==> src/rtl/core/srjf_pkg.sv <==
// ----------------------------------------------------------------------------
// srjf_pkg: shared types and codes for the task scheduler
// Operation codes, status codes, slot entry layout and result word.
// ----------------------------------------------------------------------------
package srjf_pkg;

	typedef enum logic [1:0] {
		OP_ARRIVE = 2'd0,
		OP_PICK   = 2'd1,
		OP_RUNEND = 2'd2,
		OP_REMOVE = 2'd3
	} op_t;

	localparam logic [2:0] ST_OK      = 3'd0;
	localparam logic [2:0] ST_FULL    = 3'd1;
	localparam logic [2:0] ST_NOTHING = 3'd2;
	localparam logic [2:0] ST_NORUN   = 3'd3;
	localparam logic [2:0] ST_BUSY    = 3'd4;

	localparam logic [7:0] FIRST_QUANTUM_RST = 8'd3;
	localparam logic [7:0] LATER_QUANTUM_RST = 8'd7;

	// one table slot as held in the slot memory
	typedef struct packed {
		logic        shell;
		logic [7:0]  remaining;
		logic [31:0] arrival;
		logic [7:0]  label;
		logic [7:0]  owner;
		logic        first;
	} entry_t;

	typedef struct packed {
		logic [2:0]  status;
		logic        preempt;
		logic [7:0]  picked_label;
		logic        picked_shell;
		logic [7:0]  remaining_time;
		logic [7:0]  slice;
		logic        retired;
		logic        kill_running;
		logic [3:0]  dropped_count;
		logic [15:0] timeline_clock;
	} res_t;

endpackage

==> src/rtl/core/srjf_round_robin_task_scheduler.sv <==
// ----------------------------------------------------------------------------
// srjf_round_robin_task_scheduler: shortest-remaining-first task table
// Arrive, pick, run-end and remove-client words over a slot memory.
// ----------------------------------------------------------------------------
//  channel | direction | signals
//  in      | sink      | in_valid/in_ready, opcode .. child_exited
//  out     | source    | out_valid/out_ready, status .. timeline_clock
//  cfg     | sink      | cfg_valid/cfg_ready, cfg_index, cfg_data
//
// Arrive, run-end and busy pick go through the execute and response steps to the output register.
// Pick and remove-client scan the slot memory one slot a cycle through its
// single read port, then drain and select; pick adds a load step for the fetch.
// Reset clears valid bits, counters and the running task; no clearing pass.
// One word is worked at a time; a held output word stalls only the last step.
module srjf_round_robin_task_scheduler #(
	parameter int TASK_SLOTS = 8
) (
	input  logic       clk,
	input  logic       arst_n,
	input  logic       in_valid,
	output logic       in_ready,
	input  logic [1:0] opcode,
	input  logic [7:0] task_label,
	input  logic [7:0] client_tag,
	input  logic       is_shell,
	input  logic [7:0] burst,
	input  logic [7:0] elapsed,
	input  logic       child_exited,
	output logic       out_valid,
	input  logic       out_ready,
	output logic [2:0] status,
	output logic       preempt,
	output logic [7:0] picked_label,
	output logic       picked_shell,
	output logic [7:0] remaining_time,
	output logic [7:0] slice,
	output logic       retired,
	output logic       kill_running,
	output logic [3:0] dropped_count,
	output logic [15:0] timeline_clock,
	input  logic       cfg_valid,
	output logic       cfg_ready,
	input  logic       cfg_index,
	input  logic [7:0] cfg_data
);
	import srjf_pkg::*;

	localparam int IW = $clog2(TASK_SLOTS);
	localparam int CW = $clog2(TASK_SLOTS + 1);
	localparam logic [IW-1:0] LAST_IDX = IW'(TASK_SLOTS - 1);
	localparam logic [CW:0]   SLOTS_C  = (CW+1)'(TASK_SLOTS);

	typedef enum logic [6:0] {
		S_IDLE  = 7'b0000001,
		S_EXEC  = 7'b0000010,
		S_SCAN  = 7'b0000100,
		S_DRAIN = 7'b0001000,
		S_SEL   = 7'b0010000,
		S_LOAD  = 7'b0100000,
		S_RESP  = 7'b1000000
	} state_t;

	state_t st_q;

	// latched input word
	op_t        op_q;
	logic [7:0] label_q, tag_q, burst_q, elapsed_q;
	logic       shell_q, exited_q;

	logic [7:0]  fq_q, lq_q;
	logic [TASK_SLOTS-1:0] valid_q;
	logic [CW-1:0] occ_q;
	logic        lr_valid_q;
	logic [IW-1:0] lr_q;
	logic [31:0] ctr_q;
	logic [15:0] clock_q;

	// running task
	logic        run_valid_q, run_shell_q;
	logic [7:0]  run_label_q, run_owner_q, run_rem_q;
	logic [31:0] run_arr_q;

	// scan state
	logic [IW-1:0] idx_q, idx_s1, sel_q;
	logic        p_s1, vld_s1;
	logic        sh_found_q, pb_found_q;
	logic [IW-1:0] sh_idx_q, pb_idx_q, only_q;
	logic [31:0] sh_arr_q, pb_arr_q;
	logic [7:0]  pb_rem_q;
	logic [CW-1:0] pcnt_q, drop_q;

	res_t res_q, out_q, res_d;
	logic out_valid_q;

	// memory port
	logic        mem_we;
	logic [IW-1:0] mem_waddr, mem_raddr;
	entry_t      mem_wdata, rd;
	logic [$bits(entry_t)-1:0] rd_raw;

	srjf_slot_mem #(.DEPTH(TASK_SLOTS), .WIDTH($bits(entry_t))) u_mem (
		.clk  (clk),
		.we   (mem_we),
		.waddr(mem_waddr),
		.wdata(mem_wdata),
		.raddr(mem_raddr),
		.rdata(rd_raw)
	);
	assign rd = entry_t'(rd_raw);

	// lowest free slot
	logic [IW-1:0] free_idx;
	always_comb begin
		free_idx = '0;
		for (int i = TASK_SLOTS - 1; i >= 0; i--) begin
			if (!valid_q[i]) free_idx = IW'(i);
		end
	end

	logic       full;
	logic [7:0] e_clamp, new_rem;
	logic       requeue;
	assign full    = ({1'b0, occ_q} + (CW+1)'(run_valid_q)) >= SLOTS_C;
	assign e_clamp = (elapsed_q > run_rem_q) ? run_rem_q : elapsed_q;
	assign new_rem = run_rem_q - e_clamp;
	assign requeue = !run_shell_q && !exited_q && (new_rem != 8'd0);

	logic          pick_none;
	logic [IW-1:0] chosen;
	always_comb begin
		pick_none = 1'b0;
		if (sh_found_q) chosen = sh_idx_q;
		else if (pcnt_q == '0) begin
			chosen = '0;
			pick_none = 1'b1;
		end else if (pcnt_q == CW'(1)) chosen = only_q;
		else chosen = pb_idx_q;
	end

	always_comb begin
		mem_we    = 1'b0;
		mem_waddr = free_idx;
		mem_wdata = '0;
		if (st_q == S_EXEC) begin
			unique case (op_q)
				OP_ARRIVE: begin
					mem_we    = !full;
					mem_wdata = '{shell: shell_q, remaining: shell_q ? 8'd0 : burst_q,
						arrival: ctr_q + 32'd1, label: label_q, owner: tag_q, first: 1'b1};
				end
				OP_RUNEND: begin
					mem_we    = run_valid_q && requeue;
					mem_wdata = '{shell: 1'b0, remaining: new_rem, arrival: run_arr_q,
						label: run_label_q, owner: run_owner_q, first: 1'b0};
				end
				OP_PICK, OP_REMOVE: ;
				default: ;
			endcase
		end
	end

	// result word for the step that ends this cycle
	always_comb begin
		res_d = '0;
		unique case (st_q)
			S_EXEC: begin
				unique case (op_q)
					OP_ARRIVE: begin
						if (full) res_d.status = ST_FULL;
						else res_d.preempt = run_valid_q &&
							(shell_q || (!run_shell_q && burst_q < run_rem_q));
					end
					OP_RUNEND: begin
						if (!run_valid_q) res_d.status = ST_NORUN;
						else if (run_shell_q) begin
							res_d.retired        = 1'b1;
							res_d.timeline_clock = clock_q;
						end else begin
							res_d.timeline_clock = clock_q + 16'(e_clamp);
							res_d.remaining_time = new_rem;
							res_d.retired        = !requeue;
						end
					end
					OP_PICK: res_d.status = ST_BUSY;
					OP_REMOVE: ;
					default: ;
				endcase
			end
			S_SEL: begin
				if (op_q == OP_REMOVE) begin
					res_d.kill_running  = run_valid_q && (run_owner_q == tag_q);
					res_d.dropped_count = 4'(drop_q);
				end else if (pick_none) begin
					res_d.status = ST_NOTHING;
				end
			end
			S_LOAD: begin
				res_d.picked_label   = rd.label;
				res_d.picked_shell   = rd.shell;
				res_d.remaining_time = rd.remaining;
				res_d.slice = rd.shell ? 8'd0 : (rd.first ? fq_q : lq_q);
			end
			default: ;
		endcase
	end

	assign mem_raddr = (st_q == S_SEL) ? chosen : idx_q;
	assign in_ready  = (st_q == S_IDLE);
	assign cfg_ready = 1'b1;

	// scan compare terms
	logic is_lr, pb_better;
	assign is_lr     = lr_valid_q && (idx_s1 == lr_q);
	assign pb_better = !pb_found_q || (rd.remaining < pb_rem_q) ||
		((rd.remaining == pb_rem_q) && (rd.arrival < pb_arr_q));

	always_ff @(posedge clk or negedge arst_n) begin
		if (!arst_n) begin
			st_q        <= S_IDLE;
			valid_q     <= '0;
			occ_q       <= '0;
			lr_valid_q  <= 1'b0;
			lr_q        <= '0;
			ctr_q       <= '0;
			clock_q     <= '0;
			run_valid_q <= 1'b0;
			fq_q        <= FIRST_QUANTUM_RST;
			lq_q        <= LATER_QUANTUM_RST;
			out_valid_q <= 1'b0;
			p_s1        <= 1'b0;
		end else begin
			if (cfg_valid) begin
				if (cfg_index) lq_q <= cfg_data;
				else fq_q <= cfg_data;
			end
			if (out_valid_q && out_ready && (st_q != S_RESP)) out_valid_q <= 1'b0;

			if (st_q == S_EXEC || st_q == S_SEL || st_q == S_LOAD) res_q <= res_d;

			p_s1   <= (st_q == S_SCAN);
			idx_s1 <= idx_q;
			vld_s1 <= valid_q[idx_q];

			// per-slot scan step on the word read last cycle
			if (p_s1 && vld_s1) begin
				if (op_q == OP_REMOVE) begin
					if (rd.owner == tag_q) begin
						valid_q[idx_s1] <= 1'b0;
						occ_q  <= occ_q - CW'(1);
						drop_q <= drop_q + CW'(1);
						if (is_lr) lr_valid_q <= 1'b0;
					end
				end else if (rd.shell) begin
					if (!sh_found_q || rd.arrival < sh_arr_q) begin
						sh_found_q <= 1'b1;
						sh_idx_q   <= idx_s1;
						sh_arr_q   <= rd.arrival;
					end
				end else begin
					pcnt_q <= pcnt_q + CW'(1);
					only_q <= idx_s1;
					if (!is_lr && pb_better) begin
						pb_found_q <= 1'b1;
						pb_idx_q   <= idx_s1;
						pb_rem_q   <= rd.remaining;
						pb_arr_q   <= rd.arrival;
					end
				end
			end

			unique case (st_q)
				S_IDLE: begin
					if (in_valid) begin
						op_q      <= op_t'(opcode);
						label_q   <= task_label;
						tag_q     <= client_tag;
						shell_q   <= is_shell;
						burst_q   <= burst;
						elapsed_q <= elapsed;
						exited_q  <= child_exited;
						idx_q      <= '0;
						sh_found_q <= 1'b0;
						pb_found_q <= 1'b0;
						pcnt_q     <= '0;
						drop_q     <= '0;
						if ((opcode == OP_REMOVE) || (opcode == OP_PICK && !run_valid_q))
							st_q <= S_SCAN;
						else
							st_q <= S_EXEC;
					end
				end
				S_EXEC: begin
					unique case (op_q)
						OP_ARRIVE: begin
							if (!full) begin
								ctr_q  <= ctr_q + 32'd1;
								valid_q[free_idx] <= 1'b1;
								occ_q  <= occ_q + CW'(1);
							end
						end
						OP_RUNEND: begin
							if (run_valid_q) begin
								run_valid_q <= 1'b0;
								if (!run_shell_q) begin
									clock_q <= clock_q + 16'(e_clamp);
									if (requeue) begin
										valid_q[free_idx] <= 1'b1;
										occ_q      <= occ_q + CW'(1);
										lr_valid_q <= 1'b1;
										lr_q       <= free_idx;
									end else begin
										lr_valid_q <= 1'b0;
									end
								end
							end
						end
						OP_PICK: ;
						OP_REMOVE: ;
						default: ;
					endcase
					st_q <= S_RESP;
				end
				S_SCAN: begin
					idx_q <= idx_q + IW'(1);
					if (idx_q == LAST_IDX) st_q <= S_DRAIN;
				end
				S_DRAIN: st_q <= S_SEL;
				S_SEL: begin
					sel_q <= chosen;
					if (op_q == OP_REMOVE || pick_none) st_q <= S_RESP;
					else st_q <= S_LOAD;
				end
				S_LOAD: begin
					valid_q[sel_q] <= 1'b0;
					occ_q <= occ_q - CW'(1);
					if (lr_valid_q && lr_q == sel_q) lr_valid_q <= 1'b0;
					run_valid_q <= 1'b1;
					run_label_q <= rd.label;
					run_owner_q <= rd.owner;
					run_shell_q <= rd.shell;
					run_rem_q   <= rd.remaining;
					run_arr_q   <= rd.arrival;
					st_q <= S_RESP;
				end
				S_RESP: begin
					if (!out_valid_q || out_ready) begin
						out_q       <= res_q;
						out_valid_q <= 1'b1;
						st_q        <= S_IDLE;
					end
				end
				default: st_q <= S_IDLE;
			endcase
		end
	end

	assign out_valid      = out_valid_q;
	assign status         = out_q.status;
	assign preempt        = out_q.preempt;
	assign picked_label   = out_q.picked_label;
	assign picked_shell   = out_q.picked_shell;
	assign remaining_time = out_q.remaining_time;
	assign slice          = out_q.slice;
	assign retired        = out_q.retired;
	assign kill_running   = out_q.kill_running;
	assign dropped_count  = out_q.dropped_count;
	assign timeline_clock = out_q.timeline_clock;

`ifndef SYNTHESIS
	a_occ_count: assert property (@(posedge clk) disable iff (!arst_n)
		occ_q == CW'($countones(valid_q)))
		else $error("occupancy count out of step with valid bits");
	a_occ_limit: assert property (@(posedge clk) disable iff (!arst_n)
		({1'b0, occ_q} + (CW+1)'(run_valid_q)) <= SLOTS_C)
		else $error("table holds more tasks than slots");
	a_lr_valid: assert property (@(posedge clk) disable iff (!arst_n)
		lr_valid_q |-> valid_q[lr_q])
		else $error("last-run mark on an empty slot");
	a_load_idle: assert property (@(posedge clk) disable iff (!arst_n)
		(st_q == S_LOAD) |-> (!run_valid_q && valid_q[sel_q]))
		else $error("pick loads while a task runs or from an empty slot");
`endif

endmodule

==> src/rtl/core/srjf_slot_mem.sv <==
// ----------------------------------------------------------------------------
// srjf_slot_mem: slot table storage
// One write port, one read port, read data registered.
// ----------------------------------------------------------------------------
module srjf_slot_mem #(
	parameter int DEPTH = 8,
	parameter int WIDTH = 58
) (
	input  logic                     clk,
	input  logic                     we,
	input  logic [$clog2(DEPTH)-1:0] waddr,
	input  logic [WIDTH-1:0]         wdata,
	input  logic [$clog2(DEPTH)-1:0] raddr,
	output logic [WIDTH-1:0]         rdata
);

	logic [WIDTH-1:0] mem [DEPTH];
	logic [WIDTH-1:0] rdata_q;

	always_ff @(posedge clk) begin
		if (we) begin
			mem[waddr] <= wdata;
		end
		rdata_q <= mem[raddr];
	end

	assign rdata = rdata_q;

endmodule
==> config.mk <==
export PLATFORM = sky130hd
export DESIGN_NAME = srjf_round_robin_task_scheduler
export DESIGN_NICKNAME = d
export VERILOG_FILES = /design/src/rtl/core/srjf_pkg.sv /design/src/rtl/core/srjf_round_robin_task_scheduler.sv /design/src/rtl/core/srjf_slot_mem.sv
export SDC_FILE = /design/constraint.sdc
export NUM_CORES = 1
export LEC_CHECK = 0
export BUFFER_PORTS_ARGS = -buffer_cell sky130_fd_sc_hd__buf_2
export CELL_PAD_IN_SITES_DETAIL_PLACEMENT = 2
export CELL_PAD_IN_SITES_GLOBAL_PLACEMENT = 2
export CORE_MARGIN = 2
export CORE_UTILIZATION = 40
export CTS_CLUSTER_DIAMETER = 150
export DETAILED_ROUTE_END_ITERATION = 12
export PLACE_DENSITY = 0.76
export SLEW_MARGIN = 20
export SYNTH_ARGS = -nofsm -noshare
export SYNTH_HDL_FRONTEND = slang
export SYNTH_HIERARCHICAL = 1
export SYNTH_SLANG_ARGS = --single-unit
==> constraint.sdc <==
create_clock -name clk -period 8.3 [get_ports clk]
set_clock_uncertainty 0.05 [all_clocks]
set_input_delay 0.83 -clock clk [delete_from_list [all_inputs] [get_ports clk]]
set_output_delay 0.83 -clock clk [all_outputs]
set_load 0.05 [all_outputs]
== After elaboration in Yosys (flattened, before gate mapping) ==
Memories as Yosys holds them, arrays and structs flattened. A register that Yosys moved wholly into a read port is not among the register bits.
Cells that the tools add are included.

* Register bits: 386
* RAM bits: 464
* Output and inout port bits: 54
* Logic and storage cells: 284
* Memories: 1

{| class="wikitable"
|+ Memories
! memory !! depth !! bits a word !! read ports !! clocked after Yosys merged registers in !! write ports !! RTL line !! RTL
|-
| u_mem.mem || 8 || 58 || 1 || 1 || 1 || srjf_slot_mem.sv:17 || <nowiki>logic [WIDTH-1:0] mem [DEPTH];</nowiki>
|}

* Add/subtract/negate cells: 9
* $lt $le $gt $ge: 13
* Equal/unequal tests: 24
* Mux-type cells: 106
* Bitwise operators: 13
* Reduce and logical (&&, ||, !) cells: 60

{| class="wikitable"
|+ Operator list
! cell !! number
|-
| case mux 58 bit (2 select lines) || 1
|-
| 2-to-1 mux 8 bit || 13
|-
| 2-to-1 mux 4 bit || 17
|-
| less-than comparator 32 bit || 2
|-
| 2-to-1 mux 58 bit || 1
|-
| case mux 8 bit (2 select lines) || 3
|-
| 2-to-1 mux 3 bit || 15
|-
| case mux 7 bit (6 select lines) || 1
|-
| 2-to-1 mux 1 bit || 36
|-
| adder 32 x 1 -> 32 bit (second input constant) || 1
|-
| 2-to-1 mux 7 bit || 4
|-
| equality test 8 bit || 3
|-
| AND reduction 3 bit || 6
|-
| logical AND 1 bit || 17
|-
| adder 16 x 8 -> 16 bit || 1
|-
| AND 8 bit || 2
|-
| less-than comparator 3 x 4 -> 1 bit (second input constant) || 4
|-
| less-than comparator 8 bit || 2
|-
| 2-to-1 mux 16 bit || 1
|-
| inverter 8 bit || 2
|-
| case mux 4 bit (2 select lines) || 2
|-
| AND reduction 5 bit || 3
|-
| AND reduction 2 bit || 7
|-
| adder 4 x 1 -> 4 bit (second input constant) || 3
|-
| other kinds (39) || 78
|}

== Longest topological paths before layout ==
* Word-level depth: 18
* Mapped depth: 22
* Depth with buffers taken out: 20

== Hierarchy ==
Netlist, hierarchy kept.

{| class="wikitable"
|+ By module, submodules not included
! module !! instances !! cells each !! area each (µm²) !! sequential area each (µm²)
|-
| srjf_round_robin_task_scheduler || 1 || 1,569 || 18,851.8 || 11,148.2
|-
| srjf_slot_mem || 1 || 741 || 18,831.8 || 15,094.5
|}

== Least setup slack after synthesis ==
No wires, ideal clock.

* Path kind: flip-flop to flip-flop
* Start point: register run_rem_q[1]
* End point: memory u_mem.mem[4][0], enable pin
* Setup time: 0.545 ns
* Arrival: 7.847 ns
* Data required time: 7.705 ns
* Path slack: -0.142 ns
* Cell stages (with the launch flop): 21
* Path buffers: 2
* Cell sequence: edfxtp_1 inv_1 ha_1 nand4_1 o31a_1 a31oi_1 clkbuf_1 o21ai_0 ha_1 fa_1 and2b_2 o22ai_1 xnor2_1 nor4_1 nand3b_2 o211a_1 buf_6 nor2_1 nor2_1 nand2_1 nor3_1

* Word-level cells in the longest chain between the ends: 10

{| class="wikitable"
|+ RTL lines
! element !! RTL line !! RTL
|-
| from (decl) || srjf_round_robin_task_scheduler.sv:80 || <nowiki>logic [7:0] run_label_q, run_owner_q, run_rem_q;</nowiki>
|-
| from (signal assigned) || srjf_round_robin_task_scheduler.sv:341 || <nowiki>run_rem_q <= rd.remaining;</nowiki>
|-
| > comparator 8 bit || srjf_round_robin_task_scheduler.sv:124 || <nowiki>assign e_clamp = (elapsed_q > run_rem_q) ? run_rem_q : elapsed_q;</nowiki>
|-
| 2-to-1 mux 8 bit || srjf_round_robin_task_scheduler.sv:124 ||
|-
| subtractor 8 bit * || srjf_round_robin_task_scheduler.sv:125 || <nowiki>assign new_rem = run_rem_q - e_clamp;</nowiki>
|-
| nonzero test 8 bit * || srjf_round_robin_task_scheduler.sv:126 || <nowiki>assign requeue = !run_shell_q && !exited_q && (new_rem != 8'd0);</nowiki>
|-
| logical AND 1 bit * || srjf_round_robin_task_scheduler.sv:126 ||
|-
| logical AND 1 bit * || srjf_round_robin_task_scheduler.sv:152 || <nowiki>mem_we = run_valid_q && requeue;</nowiki>
|-
| case mux 1 bit (2 select lines) * || srjf_round_robin_task_scheduler.sv:145 || <nowiki>unique case (op_q)</nowiki>
|-
| 2-to-1 mux 1 bit * || srjf_round_robin_task_scheduler.sv:144 || <nowiki>if (st_q == S_EXEC) begin</nowiki>
|-
| via mem_we || srjf_round_robin_task_scheduler.sv:96 || <nowiki>logic mem_we;</nowiki>
|-
| 2-to-1 mux 1 bit * || srjf_slot_mem.sv:21 || <nowiki>if (we) begin</nowiki>
|-
| 2-to-1 mux 1 bit (not written as such) * || srjf_slot_mem.sv:22 || <nowiki>mem[waddr] <= wdata;</nowiki>
|-
| to (decl) || srjf_slot_mem.sv:17 ||
|}

Mark *: on every way through the listed nets, which the timed path passes. The rest lies on a longest branch.

== Worst setup path in the final report ==
* Start point: register run_rem_q[1]
* End point: memory u_mem.mem[3][19], enable pin

The elaborated chain is that of the path after synthesis.

==> metrics.md <==
| Metric | Value |
|---|---|
| Status | finished, final reports clean |
| Startpoint types | flip-flop |
| DP Cell Count | 3620 |
| Cells after synthesis | 2310 |
| Area leader, netlist | edfxtp_1 |
| First-pass GRT wire length | 165000 um |
| DRT Pass-1 Iters | 5 |
| Reg2reg path depth | 21 |
| Die width | slightly above 300 um |
| Critical-path maximum fanout | 35 |
| Post-CTS resize count | 0 |
| Area grow syn2layout | 14.16% |
| Most frequent cell after synthesis | edfxtp_1 |
| GRT Total Usage | 0.2281 |
| Clock Tree Buf Depth | 3 |
| Slew Limit Fails | 0 |
| GR Overflow Total | 0 |
| RR Endpoint | u_mem/mem[3][19]$_DFFE_PP_ |
| Top delay family on crit path | simple AND/OR/NAND/NOR gates |
| Library cells used by synthesis | 80 |
| Die Y | 310.9 um |
| Clk root buf | clkbuf_16 |
| Non-filler cells, final | 3802 |
| Hold_buf cts | 0 |
| Worst setup margin | ~1.7 ns |
| Initial DRC Count | 1932 |
| Final net count | 2630 |
| Worst Tran Pin Value | 1.109 ns |
| Pin count of the biggest net entering global routing | 70 |
| Fmax achieved | roughly 150 MHz |
| Setup Crit Path Kind | flip-flop to flip-flop |
| Post-synth EDFFs | 760 |
| Vias in the first global route | ~24000 |
| Crit share post-route | 0.7949 |
| Port bufs | 102 |
| Starting Density | 0.4038 |
| Num CTS Buffers | 97 |
| Max Cap Viol | 0 |
| CP endpoint kind | flip-flop |
| CTS tree | yes |
| Final instance area | 43020 um2 |
| Setup-failing EPs final | 0 |
| Final core occ | 0.4610 |
| CTS sink cnt | 908 |
| Relative slew margins | 0.2605 |
| Die area | 96680 um2 |
| Final hold viol count | 0 |
| Drt wl/cell | 28.81 um |
| Post-synth top area share | 0.6056 |
| Mean cell area of the mapped netlist | between 15 and 20 um2 |
| Skew-Pair Late Insertion Delay | 0.71 ns |
| P per Cell Area | 267.0 nW/um2 |
| Final GP Congestion | about 0.84 |
| VDD IR max | 0.1770 mV |
| Mapped Area | 37680 um2 |
| Number of diodes | 0 |
| Initial antenna violation count | 1 |
| Synth Warn # | 6 |
| Ys async rst share | 0.09912 |
| RSZ-0062 raised after global routing | no |
| Worst EP arrival | 6.92 ns |
| Synth Register Bits | 908 |
| CP required | 8.62 ns |
| Place WS | 1.964 ns |
| Ports | 104 |
| Top cells by area, synth | edfxtp_1, mux4_2, dfrtp_1, ha_1, dfxtp_1 |
| Post-CTS Setup Bufs | 0 |
| Minimum clock period | 6.598 ns |
| Setup TNS | 0 ns |
| R2R Setup Slk | 1.70 ns |
| H-tree Lvls | 3 |
| Post-route ant nets | 0 |
| Synth Net Count | 2474 |
| Layout cells sized above 1 | 0.2045 |
| Routed vias/inst | about 5.6 |
| Clock Pin Slew Worst Setup and Hold Paths | 0.07 ns |
| CP max stage delay | just under 0.9 ns |
| DRC | 0 |
| Register area share after synthesis | 0.6964 |
| Std-Cell Core Area | 93330 um2 |
| Commonest cells in the netlist | edfxtp_1, nor2_1, ha_1 |
| WP buf/inv | 3 |
| DP Area | 39770 um2 |
| Vias | between 20000 and 25000 |
| Critical path cell sequence | inv_1 > ha_1 > nand4_1 > o31a_1 > a31oi_1 > buf_4 > nand2_1 > o21ai_0 > ha_1 > fa_1 > and2b_2 > o22ai_1 > xnor2_1 > nor4_1 > nand3b_2 > o211a_1 > nor2_1 > nor2_1 > nand2b_1 > nor2_4 > buf_12 |
| Drt total wl | 109600 um |
| HP Class | primary input to async pin |
| Worst path slowest cell | nor2_4 |
| Static Leak | 0.01581 uW |
| Post-synth top flop | edfxtp_1 |
| DP HPWL | ~68000 um |
| R2R Path Start | run_rem_q[1]$_DFFE_PP_ |
| Rows | roughly 110 |
## worst reg2reg max path: stages (launching register included)
cell	delay [ns]
edfxtp_1	0.37
inv_1	0.13
ha_1	0.34
nand4_1	0.17
o31a_1	0.31
a31oi_1	0.27
buf_4	0.27
nand2_1	0.08
o21ai_0	0.23
ha_1	0.30
fa_1	0.24
and2b_2	0.26
o22ai_1	0.18
xnor2_1	0.22
nor4_1	0.13
nand3b_2	0.13
o211a_1	0.47
nor2_1	0.18
nor2_1	0.33
nand2b_1	0.35
nor2_4	0.87
buf_12	0.38
## cells in the final DEF, fill, tap and decap left out, types with 8 or more instances in the layout
cell and count:
or3_1 14, buf_2 101, xnor2_1 49, mux2i_1 39
mux4_2 110, o21ai_0 47, and2_1 20, clkbuf_1 28
nand2b_1 21, mux2_2 45, buf_4 29, nand3_1 30
edfxtp_1 760, xor2_1 65, o211ai_1 8, nand2_1 89
clkbuf_8 16, clkbuf_16 99, a21o_1 33, mux2_4 43
mux4_1 8, inv_1 108, nor2_4 9, nand4_1 25
nor2b_1 21, clkinv_2 18, and3_1 8, nor3_1 30
dfrtp_1 84, a21oi_1 86, nor2_1 187, ha_1 112
dfxtp_1 58
## cell families after synthesis
family | Yosys count | share of synthesized area
and+or+nand+nor | 488 | 0.06162
other | 1 | 0.00009951
xor gates and xnor gates | 114 | 0.02650
muxes | 246 | 0.1124
buffers and inverters | 186 | 0.02195
AOI/OAI and AO/OA | 253 | 0.04283
adders and majority gates | 114 | 0.03825
DFF | 908 | 0.6964
## stage by stage
step	hold slack, ns	total power (uW)
global placement	0.3530	6915
finish	0.1076	11490
CTS	0.08795	11590
floorplan	0.3500	6485
detailed placement	0.3551	7063
global route	0.1370	11860
## area by class of cell
cell class                 instances  area, um2
inverter                         109      409.1
clock buffer                     143       2803
fill                            8697      50310
multi-input combinational       1216      10770
sequential                       908      26240
tap                             1254       1569
clock inverter                    38      425.4
timing repair buffer             134      803.3
## power breakdown
group / internal, uW / leakage (uW) / switching [uW]
Clock: 2540 / 0.00158 / 1930
Sequential: 5200 / 0.00882 / 277
Combinational: 635 / 0.00541 / 909
Total: 8380 / 0.0158 / 3110
## routing by layer
layer	part of all wire	global-route usage	vias up	wire length, um
met2	0.50	0.3868	594	54800
met3	0.045	0.03179	181	4960
met5	0	0	-	0
met4	0.027	0.07060	0	2939
li1	-	-	9080	-
met1	0.43	0.3050	11520	46850
## sequential cells by signal (all words and copies together), names as in the netlist, 16 cells and up
register	count
pb_arr_q	32
run_arr_q	32
timeline_clock	16
res_q	51
u_mem/rdata	58
ctr_q	32
u_mem/mem	464
sh_arr_q	32
clock_q	16
## worst max-delay path by stage
stage | from | end | slack (ns) | depth (start not counted)
finish | run_rem_q[1]$_DFFE_PP_ | u_mem/mem[3][19]$_DFFE_PP_ | 1.70 | 21
global route | run_rem_q[1]$_DFFE_PP_ | u_mem/mem[3][20]$_DFFE_PP_ | 1.32 | 20
floorplan | run_rem_q[1]$_DFFE_PP_ | u_mem/mem[6][0]$_DFFE_PP_ | 1.41 | 20
global placement | run_rem_q[1]$_DFFE_PP_ | u_mem/mem[1][20]$_DFFE_PP_ | 2.30 | 20
CTS | run_rem_q[1]$_DFFE_PP_ | u_mem/mem[3][20]$_DFFE_PP_ | 1.70 | 20
detailed placement | run_rem_q[1]$_DFFE_PP_ | u_mem/mem[3][18]$_DFFE_PP_ | 1.96 | 20
Power figures use the tool's default switching activity.
